<file path="config.mk">
export PLATFORM = sky130hd
export DESIGN_NAME = edit_distance_engine_core_flat
export DESIGN_NICKNAME = d
export VERILOG_FILES = /design/src/design/ede_pkg.sv /design/src/design/ede_if.sv /design/src/design/edit_distance_engine_core.sv /design/src/design/ede_head.sv /design/src/design/ede_cell.sv /design/src/flat_wrapper.sv
export SDC_FILE = /design/constraint.sdc
export NUM_CORES = 2
export LEC_CHECK = 0
export BUFFER_PORTS_ARGS = -buffer_cell sky130_fd_sc_hd__buf_2
export CORE_ASPECT_RATIO = 1.25
export CORE_UTILIZATION = 50
export DETAILED_ROUTE_END_ITERATION = 16
export PLACE_DENSITY = 0.65
export SYNTH_ARGS = -nofsm -noshare
export SYNTH_HDL_FRONTEND = slang
export SYNTH_SLANG_ARGS = --single-unit
</file>
<file path="constraint.sdc">
create_clock -name clk -period 24.8 [get_ports clk]
set_input_delay 1.24 -clock clk [delete_from_list [all_inputs] [get_ports clk]]
set_output_delay 1.24 -clock clk [all_outputs]
set_load 0.02 [all_outputs]
</file>
<file path="src/design/ede_pkg.sv">
`timescale 1ns / 1ps
// ----------------------------------------------------------------------------
// ede_pkg
// shared types and constants for the edit distance engine
// ----------------------------------------------------------------------------
package ede_pkg;

  // request codes on the input channel
  localparam logic REQ_QUERY = 1'b0;
  localparam logic REQ_WORD  = 1'b1;

  // reported distance saturates here
  localparam logic [6:0] DIST_MAX = 7'd127;

  // control part of a token travelling down the cell chain
  typedef struct packed {
    logic       valid;  // token present
    logic       upd;    // advance the row (0 = read out only)
    logic       first;  // first character of a word, row is at word start
    logic       last;   // final token of the word, yields a result
    logic       wovf;   // word went past the word limit
    logic       qovf;   // query went past the query limit
    logic [7:0] ch;     // word character
  } ede_tok_t;

endpackage

</file>
<file path="src/design/ede_if.sv">
`timescale 1ns / 1ps
// ----------------------------------------------------------------------------
// ede_in_if / ede_out_if
// valid/ready channels for request beats and result beats
// ----------------------------------------------------------------------------
interface ede_in_if;
  logic       valid;
  logic       ready;
  logic       req_type;
  logic [7:0] char_value;
  logic       last;

  modport source (output valid, req_type, char_value, last, input ready);
  modport sink   (input valid, req_type, char_value, last, output ready);
endinterface

interface ede_out_if;
  logic       valid;
  logic       ready;
  logic [6:0] distance;
  logic       word_too_long;
  logic       query_truncated;

  modport source (output valid, distance, word_too_long, query_truncated, input ready);
  modport sink   (input valid, distance, word_too_long, query_truncated, output ready);
endinterface

</file>
<file path="src/design/edit_distance_engine_core.sv">
`timescale 1ns / 1ps
// ----------------------------------------------------------------------------
// edit_distance_engine_core
// levenshtein distance of streamed words against a stored query string
// ----------------------------------------------------------------------------
// usage
//   in_ch carries one character per beat: req_type 0 appends a query
//   character (last closes the query), req_type 1 feeds a word character
//   (last closes the word). out_ch returns one beat per finished word with
//   the distance (saturated at 127) and the two overflow flags.
//   the row of the table lives in a chain of MAX_QUERY cells. each word
//   character enters the head and moves one cell per cycle as a wavefront
//   while the chain advances, so one beat per cycle is sustained for both
//   query and word beats unless out_ch stalls. results pass through the
//   head register, one register per cell, then the output register.
//   reset empties the chain and the output register, clears the query
//   (length zero, flags clear) and starts a fresh word. query characters
//   themselves hold no reset value until written.
//   when out_ch stalls with a result pending, the whole chain freezes and
//   in_ch.ready drops; nothing is lost and beats resume where they stopped.
// ----------------------------------------------------------------------------
module edit_distance_engine_core #(
  parameter int MAX_QUERY = 32,
  parameter int MAX_WORD  = 64
) (
  input  logic      clk,
  input  logic      rst_n,
  ede_in_if.sink    in_ch,
  ede_out_if.source out_ch
);

  // largest row value plus headroom for the +1 terms
  localparam int MAXV = (MAX_QUERY > MAX_WORD) ? MAX_QUERY : MAX_WORD;
  localparam int DW   = $clog2(MAXV + 2);
  localparam int LW   = $clog2(MAX_QUERY + 1);

  // chain advances whenever the output register can take a beat
  logic adv;
  logic acc;

  // query character write broadcast to the cells
  logic          qwr_en;
  logic [LW-1:0] qwr_idx;
  logic [7:0]    qwr_ch;

  // tokens between chain stages, index 0 is the head output
  ede_pkg::ede_tok_t ctl_w  [MAX_QUERY+1];
  logic [LW-1:0]     q_w    [MAX_QUERY+1];
  logic [DW-1:0]     left_w [MAX_QUERY+1];
  logic [DW-1:0]     diag_w [MAX_QUERY+1];

  ede_pkg::ede_tok_t tail_ctl;
  logic [DW-1:0]     tail_left;

  // output register
  logic       out_valid_r, out_valid_nxt;
  logic [6:0] dist_r, dist_nxt;
  logic       wtl_r, wtl_nxt;
  logic       qtr_r, qtr_nxt;

  assign adv         = !out_valid_r || out_ch.ready;
  assign in_ch.ready = adv;
  assign acc         = in_ch.valid && adv;

  ede_head #(
    .MAX_QUERY (MAX_QUERY),
    .MAX_WORD  (MAX_WORD),
    .DW        (DW),
    .LW        (LW)
  ) u_head (
    .clk        (clk),
    .rst_n      (rst_n),
    .en         (adv),
    .acc        (acc),
    .req_type   (in_ch.req_type),
    .char_value (in_ch.char_value),
    .last       (in_ch.last),
    .qwr_en     (qwr_en),
    .qwr_idx    (qwr_idx),
    .qwr_ch     (qwr_ch),
    .tok_ctl    (ctl_w[0]),
    .tok_q      (q_w[0]),
    .tok_left   (left_w[0]),
    .tok_diag   (diag_w[0])
  );

  // one cell per query position
  for (genvar g = 1; g <= MAX_QUERY; g++) begin : g_cell
    ede_cell #(
      .POS (g),
      .DW  (DW),
      .LW  (LW)
    ) u_cell (
      .clk      (clk),
      .rst_n    (rst_n),
      .en       (adv),
      .qwr_en   (qwr_en),
      .qwr_idx  (qwr_idx),
      .qwr_ch   (qwr_ch),
      .in_ctl   (ctl_w[g-1]),
      .in_q     (q_w[g-1]),
      .in_left  (left_w[g-1]),
      .in_diag  (diag_w[g-1]),
      .out_ctl  (ctl_w[g]),
      .out_q    (q_w[g]),
      .out_left (left_w[g]),
      .out_diag (diag_w[g])
    );
  end

  // past the last active cell the row entry is passed along untouched,
  // so the chain end carries the entry at the query length
  assign tail_ctl  = ctl_w[MAX_QUERY];
  assign tail_left = left_w[MAX_QUERY];

  always_comb begin
    out_valid_nxt = out_valid_r;
    dist_nxt      = dist_r;
    wtl_nxt       = wtl_r;
    qtr_nxt       = qtr_r;
    if (adv) begin
      out_valid_nxt = tail_ctl.valid && tail_ctl.last;
      if (32'(tail_left) > 32'(ede_pkg::DIST_MAX)) begin
        dist_nxt = ede_pkg::DIST_MAX;
      end else begin
        dist_nxt = 7'(tail_left);
      end
      wtl_nxt = tail_ctl.wovf;
      qtr_nxt = tail_ctl.qovf;
    end
  end

  always_ff @(posedge clk) begin
    if (!rst_n) begin
      out_valid_r <= 1'b0;
    end else begin
      out_valid_r <= out_valid_nxt;
    end
  end

  always_ff @(posedge clk) begin
    dist_r <= dist_nxt;
    wtl_r  <= wtl_nxt;
    qtr_r  <= qtr_nxt;
  end

  assign out_ch.valid           = out_valid_r;
  assign out_ch.distance        = dist_r;
  assign out_ch.word_too_long   = wtl_r;
  assign out_ch.query_truncated = qtr_r;

  // a stalled output freezes the chain end
  a_stall_freezes_chain: assert property (
    @(posedge clk) disable iff (!rst_n)
    !adv |=> $stable(tail_ctl) && $stable(tail_left)
  ) else $error("chain moved while output stalled");

  // a result only appears from a word-ending token at the chain end
  a_result_from_last: assert property (
    @(posedge clk) disable iff (!rst_n)
    $rose(out_valid_r) |-> $past(tail_ctl.valid && tail_ctl.last)
  ) else $error("result without a closing token");

  // query beats never inject a token into the chain
  a_query_no_token: assert property (
    @(posedge clk) disable iff (!rst_n)
    acc && (in_ch.req_type == ede_pkg::REQ_QUERY) |=> !ctl_w[0].valid
  ) else $error("query beat injected a token");

endmodule

</file>
<file path="src/design/ede_head.sv">
`timescale 1ns / 1ps
// ----------------------------------------------------------------------------
// ede_head
// query bookkeeping, word counting and token injection into the cell chain
// ----------------------------------------------------------------------------
module ede_head #(
  parameter int MAX_QUERY = 32,
  parameter int MAX_WORD  = 64,
  parameter int DW        = 7,
  parameter int LW        = 6
) (
  input  logic                clk,
  input  logic                rst_n,
  input  logic                en,
  input  logic                acc,
  input  logic                req_type,
  input  logic [7:0]          char_value,
  input  logic                last,
  output logic                qwr_en,
  output logic [LW-1:0]       qwr_idx,
  output logic [7:0]          qwr_ch,
  output ede_pkg::ede_tok_t   tok_ctl,
  output logic [LW-1:0]       tok_q,
  output logic [DW-1:0]       tok_left,
  output logic [DW-1:0]       tok_diag
);

  localparam int WCW = $clog2(MAX_WORD + 1);

  logic [LW-1:0]     qlen_r, qlen_nxt;
  logic              qovf_r, qovf_nxt;
  logic              qdone_r, qdone_nxt;
  logic [WCW-1:0]    wc_r, wc_nxt;
  logic              wovf_r, wovf_nxt;
  logic              first_r, first_nxt;

  ede_pkg::ede_tok_t ctl_r, ctl_nxt;
  logic [LW-1:0]     q_r, q_nxt;
  logic [DW-1:0]     left_r, left_nxt;
  logic [DW-1:0]     diag_r, diag_nxt;

  logic [LW-1:0]     qlen_eff;
  logic              qovf_eff;
  logic              word_room;

  always_comb begin
    qlen_nxt  = qlen_r;
    qovf_nxt  = qovf_r;
    qdone_nxt = qdone_r;
    wc_nxt    = wc_r;
    wovf_nxt  = wovf_r;
    first_nxt = first_r;
    ctl_nxt   = ctl_r;
    q_nxt     = q_r;
    left_nxt  = left_r;
    diag_nxt  = diag_r;
    qwr_en    = 1'b0;
    qwr_ch    = char_value;

    // a query beat after a finished query starts over
    qlen_eff  = qdone_r ? '0 : qlen_r;
    qovf_eff  = qdone_r ? 1'b0 : qovf_r;
    qwr_idx   = qlen_eff;
    word_room = 32'(wc_r) < MAX_WORD;

    if (en) begin
      ctl_nxt.valid = 1'b0;
    end

    if (acc) begin
      if (req_type == ede_pkg::REQ_QUERY) begin
        qdone_nxt = last;
        qovf_nxt  = qovf_eff;
        qlen_nxt  = qlen_eff;
        if (32'(qlen_eff) < MAX_QUERY) begin
          qwr_en   = 1'b1;
          qlen_nxt = qlen_eff + LW'(1);
        end else begin
          qovf_nxt = 1'b1;
        end
        // abandon any word in progress
        wc_nxt    = '0;
        wovf_nxt  = 1'b0;
        first_nxt = 1'b1;
      end else begin
        ctl_nxt.upd   = word_room;
        ctl_nxt.first = first_r;
        ctl_nxt.last  = last;
        ctl_nxt.wovf  = wovf_r | ~word_room;
        ctl_nxt.qovf  = qovf_r;
        ctl_nxt.ch    = char_value;
        q_nxt         = qlen_r;
        if (word_room) begin
          ctl_nxt.valid = 1'b1;
          left_nxt      = DW'(wc_r) + DW'(1);
          diag_nxt      = DW'(wc_r);
          wc_nxt        = wc_r + WCW'(1);
          first_nxt     = 1'b0;
        end else begin
          // overflow beat only reads the row out when it ends the word
          ctl_nxt.valid = last;
          left_nxt      = DW'(wc_r);
          diag_nxt      = DW'(wc_r);
          wovf_nxt      = 1'b1;
        end
        if (last) begin
          wc_nxt    = '0;
          wovf_nxt  = 1'b0;
          first_nxt = 1'b1;
        end
      end
    end
  end

  always_ff @(posedge clk) begin
    if (!rst_n) begin
      qlen_r    <= '0;
      qovf_r    <= 1'b0;
      qdone_r   <= 1'b1;
      wc_r      <= '0;
      wovf_r    <= 1'b0;
      first_r   <= 1'b1;
      ctl_r     <= '0;
    end else begin
      qlen_r    <= qlen_nxt;
      qovf_r    <= qovf_nxt;
      qdone_r   <= qdone_nxt;
      wc_r      <= wc_nxt;
      wovf_r    <= wovf_nxt;
      first_r   <= first_nxt;
      ctl_r     <= ctl_nxt;
    end
  end

  always_ff @(posedge clk) begin
    q_r    <= q_nxt;
    left_r <= left_nxt;
    diag_r <= diag_nxt;
  end

  assign tok_ctl  = ctl_r;
  assign tok_q    = q_r;
  assign tok_left = left_r;
  assign tok_diag = diag_r;

endmodule

</file>
<file path="src/design/ede_cell.sv">
`timescale 1ns / 1ps
// ----------------------------------------------------------------------------
// ede_cell
// one query position: holds its query character and row entry
// ----------------------------------------------------------------------------
module ede_cell #(
  parameter int POS = 1,
  parameter int DW  = 7,
  parameter int LW  = 6
) (
  input  logic                clk,
  input  logic                rst_n,
  input  logic                en,
  input  logic                qwr_en,
  input  logic [LW-1:0]       qwr_idx,
  input  logic [7:0]          qwr_ch,
  input  ede_pkg::ede_tok_t   in_ctl,
  input  logic [LW-1:0]       in_q,
  input  logic [DW-1:0]       in_left,
  input  logic [DW-1:0]       in_diag,
  output ede_pkg::ede_tok_t   out_ctl,
  output logic [LW-1:0]       out_q,
  output logic [DW-1:0]       out_left,
  output logic [DW-1:0]       out_diag
);

  logic [7:0]        qc_r;
  logic [DW-1:0]     d_r, d_nxt;
  ede_pkg::ede_tok_t ctl_r;
  logic [LW-1:0]     q_r;
  logic [DW-1:0]     left_r, left_nxt;
  logic [DW-1:0]     diag_r, diag_nxt;

  logic              active;
  logic [DW-1:0]     above, del_c, ins_c, sub_c, best;

  always_comb begin
    active = in_q >= LW'(POS);
    above  = in_ctl.first ? DW'(POS) : d_r;
    del_c  = above + DW'(1);
    ins_c  = in_left + DW'(1);
    sub_c  = in_diag + ((qc_r == in_ctl.ch) ? DW'(0) : DW'(1));
    best   = (del_c < ins_c) ? del_c : ins_c;
    best   = (best < sub_c) ? best : sub_c;

    d_nxt    = d_r;
    left_nxt = in_left;
    diag_nxt = above;
    if (in_ctl.valid && active) begin
      if (in_ctl.upd) begin
        d_nxt    = best;
        left_nxt = best;
      end else begin
        left_nxt = d_r;
      end
    end
  end

  always_ff @(posedge clk) begin
    if (qwr_en && (qwr_idx == LW'(POS - 1))) begin
      qc_r <= qwr_ch;
    end
    if (en) begin
      d_r    <= d_nxt;
      q_r    <= in_q;
      left_r <= left_nxt;
      diag_r <= diag_nxt;
    end
  end

  always_ff @(posedge clk) begin
    if (!rst_n) begin
      ctl_r <= '0;
    end else if (en) begin
      ctl_r <= in_ctl;
    end
  end

  assign out_ctl  = ctl_r;
  assign out_q    = q_r;
  assign out_left = left_r;
  assign out_diag = diag_r;

endmodule

</file>
<file path="src/flat_wrapper.sv">
// flat-port wrapper written by rule: the top's interface ports become plain ports
module edit_distance_engine_core_flat 
#(
  parameter int MAX_QUERY = 32,
  parameter int MAX_WORD  = 64
)
  (clk, rst_n, in_ch_valid, in_ch_req_type, in_ch_char_value, in_ch_last, in_ch_ready, out_ch_valid, out_ch_distance, out_ch_word_too_long, out_ch_query_truncated, out_ch_ready);
  ede_in_if in_ch_i ();
  ede_out_if out_ch_i ();
  input  logic clk;
  input  logic rst_n;
  input wire logic [$bits(in_ch_i.valid)-1:0] in_ch_valid;
  input wire logic [$bits(in_ch_i.req_type)-1:0] in_ch_req_type;
  input wire logic [$bits(in_ch_i.char_value)-1:0] in_ch_char_value;
  input wire logic [$bits(in_ch_i.last)-1:0] in_ch_last;
  output wire logic [$bits(in_ch_i.ready)-1:0] in_ch_ready;
  output wire logic [$bits(out_ch_i.valid)-1:0] out_ch_valid;
  output wire logic [$bits(out_ch_i.distance)-1:0] out_ch_distance;
  output wire logic [$bits(out_ch_i.word_too_long)-1:0] out_ch_word_too_long;
  output wire logic [$bits(out_ch_i.query_truncated)-1:0] out_ch_query_truncated;
  input wire logic [$bits(out_ch_i.ready)-1:0] out_ch_ready;
  assign in_ch_i.valid = in_ch_valid;
  assign in_ch_i.req_type = in_ch_req_type;
  assign in_ch_i.char_value = in_ch_char_value;
  assign in_ch_i.last = in_ch_last;
  assign in_ch_ready = in_ch_i.ready;
  assign out_ch_valid = out_ch_i.valid;
  assign out_ch_distance = out_ch_i.distance;
  assign out_ch_word_too_long = out_ch_i.word_too_long;
  assign out_ch_query_truncated = out_ch_i.query_truncated;
  assign out_ch_i.ready = out_ch_ready;
  edit_distance_engine_core #(.MAX_QUERY(MAX_QUERY), .MAX_WORD(MAX_WORD)) u_core (.clk(clk), .rst_n(rst_n), .in_ch(in_ch_i), .out_ch(out_ch_i));
endmodule
</file>
==> impl_results.md <==
- Tmin final: 5.50 ns
- Number of flops mapped to enable cells by yosys: between 1,000 and 1,500
- Wire length per cell: 18.2 um
- Yosys top cell area share: 0.389
- Commonest non-fill, non-tap cells in the layout: nand2_1 (1,232), edfxtp_1 (1,131), xor2_1 (524), ha_1 (516), dfxtp_1 (470)
- Antenna-violating nets left: 0
- CP Launch Type: register
- Grt ovf: 0
- Root Buffer: clkbuf_16
- Sequential-to-total area share from yosys stat: 0.496
- Starting density of the core: 0.503
- Logic gate share of total power: 0.085
- Final setup TNS: 0 ns
- Commonest non-fill, non-tap cell in the layout: nand2_1
- YS warnings: 0
- CP startpoint: u_core.g_cell[21].u_cell.out_ctl[11]
- Max clock buf depth: 3
- Cts bufs inserted: about 160
- Total track usage: 0.220
- Fmax: about 180 MHz
- Num rows: roughly 170
- Pre-CTS setup slack: 19.01 ns
- Util after Layout: 0.549
- Post-Route WL: slightly below 200,000 um
- CTS tree: done
- Slew @ Worst Pin: 1.30 ns
- Setup WS post-layout: 19.30 ns
- Die Wd: approximately 380 um
- Distinct cells, synth: 78
- Die height: around 470 um
- Hold buffers post-CTS: 0
- Power Density: around 64 nW/um^2
- Iter 0 DRT Violations: ~3,500
- Share of layout cells above drive strength 1: 0.0848
- Peak supply drop: 0.0515 mV
- Core Area: around 170,000 sq um
- Worst-path clk slew: around 0.060 ns
- Worst Hold Path Cells: 0
- Fin Clk Skew: roughly 0.031 ns
- DRC Markers: 0
- Vias per cell: 5.57
- Min Hold Slack: 0.410 ns
- Routability cong.: 0.901
- Ports: 25
- H-tree Lvls: 4
- Initial DRT Pass Iterations: 6
- Asr flop ratio synth: 0
- Clock sink count: between 1,500 and 2,000
- Int Pwr: 4.69 mW
- #FFs+latches synth: roughly 1,600
- Worst EP arrival: roughly 6.0 ns
- Critical Path RT: between 20 and 30 ns
- Slew Viols, Final: 0
- Worst-Skew Late Latency: 0.82 ns
- Crit path kind: register to register
- # fillers: around 15,000
- LEAKAGE: between 30 and 40 nW
- Nets: around 9,000
- Clock power frac: 0.428
- Synth Flop Type: edfxtp_1
- Hold wc startpoint: u_core.g_cell[7].u_cell.out_q[1]
- Sw Share: 0.233
- Gate Count Post-Synth: 8,352
- Outcome: completed
- Maximum fanout along the worst path: 13
- Post-DP HPWL: 139,000 um
- Largest net degree at the start of global routing: between 150 and 200
- Max Cap Viol: 0
- Syn_nets: ~9,000
- Antenna violations before repair: 12
- PostCTS Resize Cnt: 0
- Yosys top cell by area: edfxtp_1
- Netlist Area Pre-Place: a little under 90,000 sq um
- Synth top area cells: edfxtp_1 (39%), dfxtp_1 (11%), ha_1 (7.4%), nand2_1 (5.3%), xor2_1 (5.3%)
- Crit share post-route: 0.222
- Setup repair after global routing missed its margin: false
- Cells on worst reg2reg path: 18
- Final Hold Viols: 0
- Hold WC Path Type: register to register
- CP Capture Type: register
- Net load switching power: between 1 and 1.5 mW
- Post-CTS setup buffer count: 0
- # port buffers: 24
- Syn-to-layout area delta: 9.09%
- Setup violations, final: 0
- Sequential fraction of design power: 0.486
- Routed vias: ~60,000
- Slew HR: 0.126
- Vias in the first global route: about 60,000
- Syn_area_per_cell: ~10 sq um
- R2r startpoint: u_core.g_cell[21].u_cell.out_ctl[11]
- First-pass GRT wire length: around 320,000 um
- Die area: 177,000 sq um
## worst paths after layout
| path | endpoint | slack [ns] |
|---|---|---|
| worst max-delay path | u_core.g_cell[22].u_cell.out_left[1] | 19.30 |
| worst min-delay path | u_core.g_cell[8].u_cell.out_q[1] | 0.41 |
| worst max register to register | u_core.g_cell[22].u_cell.out_left[1] | 19.30 |
| worst min register to register | u_core.g_cell[8].u_cell.out_q[1] | 0.41 |
## layer usage
layer  vias to the layer above  global-route usage  part of all wire
met5                         -                   0           0.00064
met4                        18              0.0730             0.030
li1                      29600                   -                 -
met1                     28800               0.264              0.42
met2                       972               0.403              0.52
met3                       365              0.0275             0.032
## state kept, by name (all words and copies together), names as in the netlist, 14 cells and up
signal / cells
u_core.u_head.tok_ctl: 14
u_core.g_cell.u_cell.out_q: 181
u_core.g_cell.u_cell.d_r: 224
u_core.g_cell.u_cell.out_ctl: 438
u_core.g_cell.u_cell.out_diag: 217
u_core.g_cell.u_cell.out_left: 224
u_core.g_cell.u_cell.qc_r: 256
## cells in the mapped netlist (11+ instances only)
master,n
a211oi_1,31
xor2_1,524
nand2_1,1232
o2111ai_1,31
mux2i_1,243
edfxtp_1,1131
or3b_1,11
ha_1,516
or2_2,99
a31o_2,23
a221o_1,51
and3_1,169
a22oi_1,19
nor2b_1,179
o221ai_1,14
nor3b_1,29
a21oi_1,328
nor2_1,401
clkbuf_1,280
nand4_1,36
o2111a_1,17
o31ai_1,25
inv_1,431
a21boi_0,463
buf_1,16
nor4_1,71
o311ai_0,12
o21ai_0,260
o21bai_1,21
nand2b_1,34
or3_1,17
dfxtp_1,470
nand3_1,313
a221oi_1,15
a21o_1,115
a21bo_2,14
o21a_1,32
and2_1,11
xnor2_1,203
nor3_1,108
mux2_2,214
## critical path, cell delays in order (launching register included)
cell	delay, ns
dfxtp_1	0.42
nor2b_1	0.42
ha_1	0.23
nand3_1	0.11
or3_1	0.36
a21oi_1	0.23
ha_1	0.21
nand3_1	0.12
o21ai_0	0.56
buf_4	0.27
nand2_1	0.05
o21ai_0	0.11
inv_1	0.07
ha_1	0.29
o2111ai_1	0.16
or4_1	0.60
o21ai_4	0.32
mux2_2	0.40
a221o_1	0.32
## power groups by stage
stage                     combinational [mW]  clock [mW]  sequential (mW)
after CTS                              0.521        2.68             2.98
after floorplan                        0.396           0             3.00
final                                  0.521        2.62             2.98
after global placement                 0.504           0             3.03
after detailed placement               0.517           0             3.03
after global routing                   0.580        2.78             2.98
## area by class of cell
type	instances	area, sq um	area share
Tap cell	2335	2920	0.0306
Multi-Input combinational cell	6019	41300	0.433
Inverter	431	1630	0.0170
Clock inverter	79	1090	0.0114
Antenna cell	4	10.0	0.000105
Sequential cell	1601	43400	0.455
Clock buffer	223	4660	0.0489
Timing Repair Buffer	53	385	0.00404
## logic make-up after synthesis
family          share of synthesized area
compound gates                      0.125
fa+ha+maj                          0.0739
simple gates                        0.145
mux                                0.0557
buf+inv                            0.0316
xor+xnor                           0.0728
flops                               0.496
## metrics by stage
step,std cells,area (sq um),power [mW]
finish,10700,95400,6.12
global route,10700,95400,6.34
CTS,10700,95300,6.17
detailed placement,10400,89600,3.55
global placement,10400,89600,3.54
floorplan,8352,87400,3.40
(Power assumes the default switching activity.)
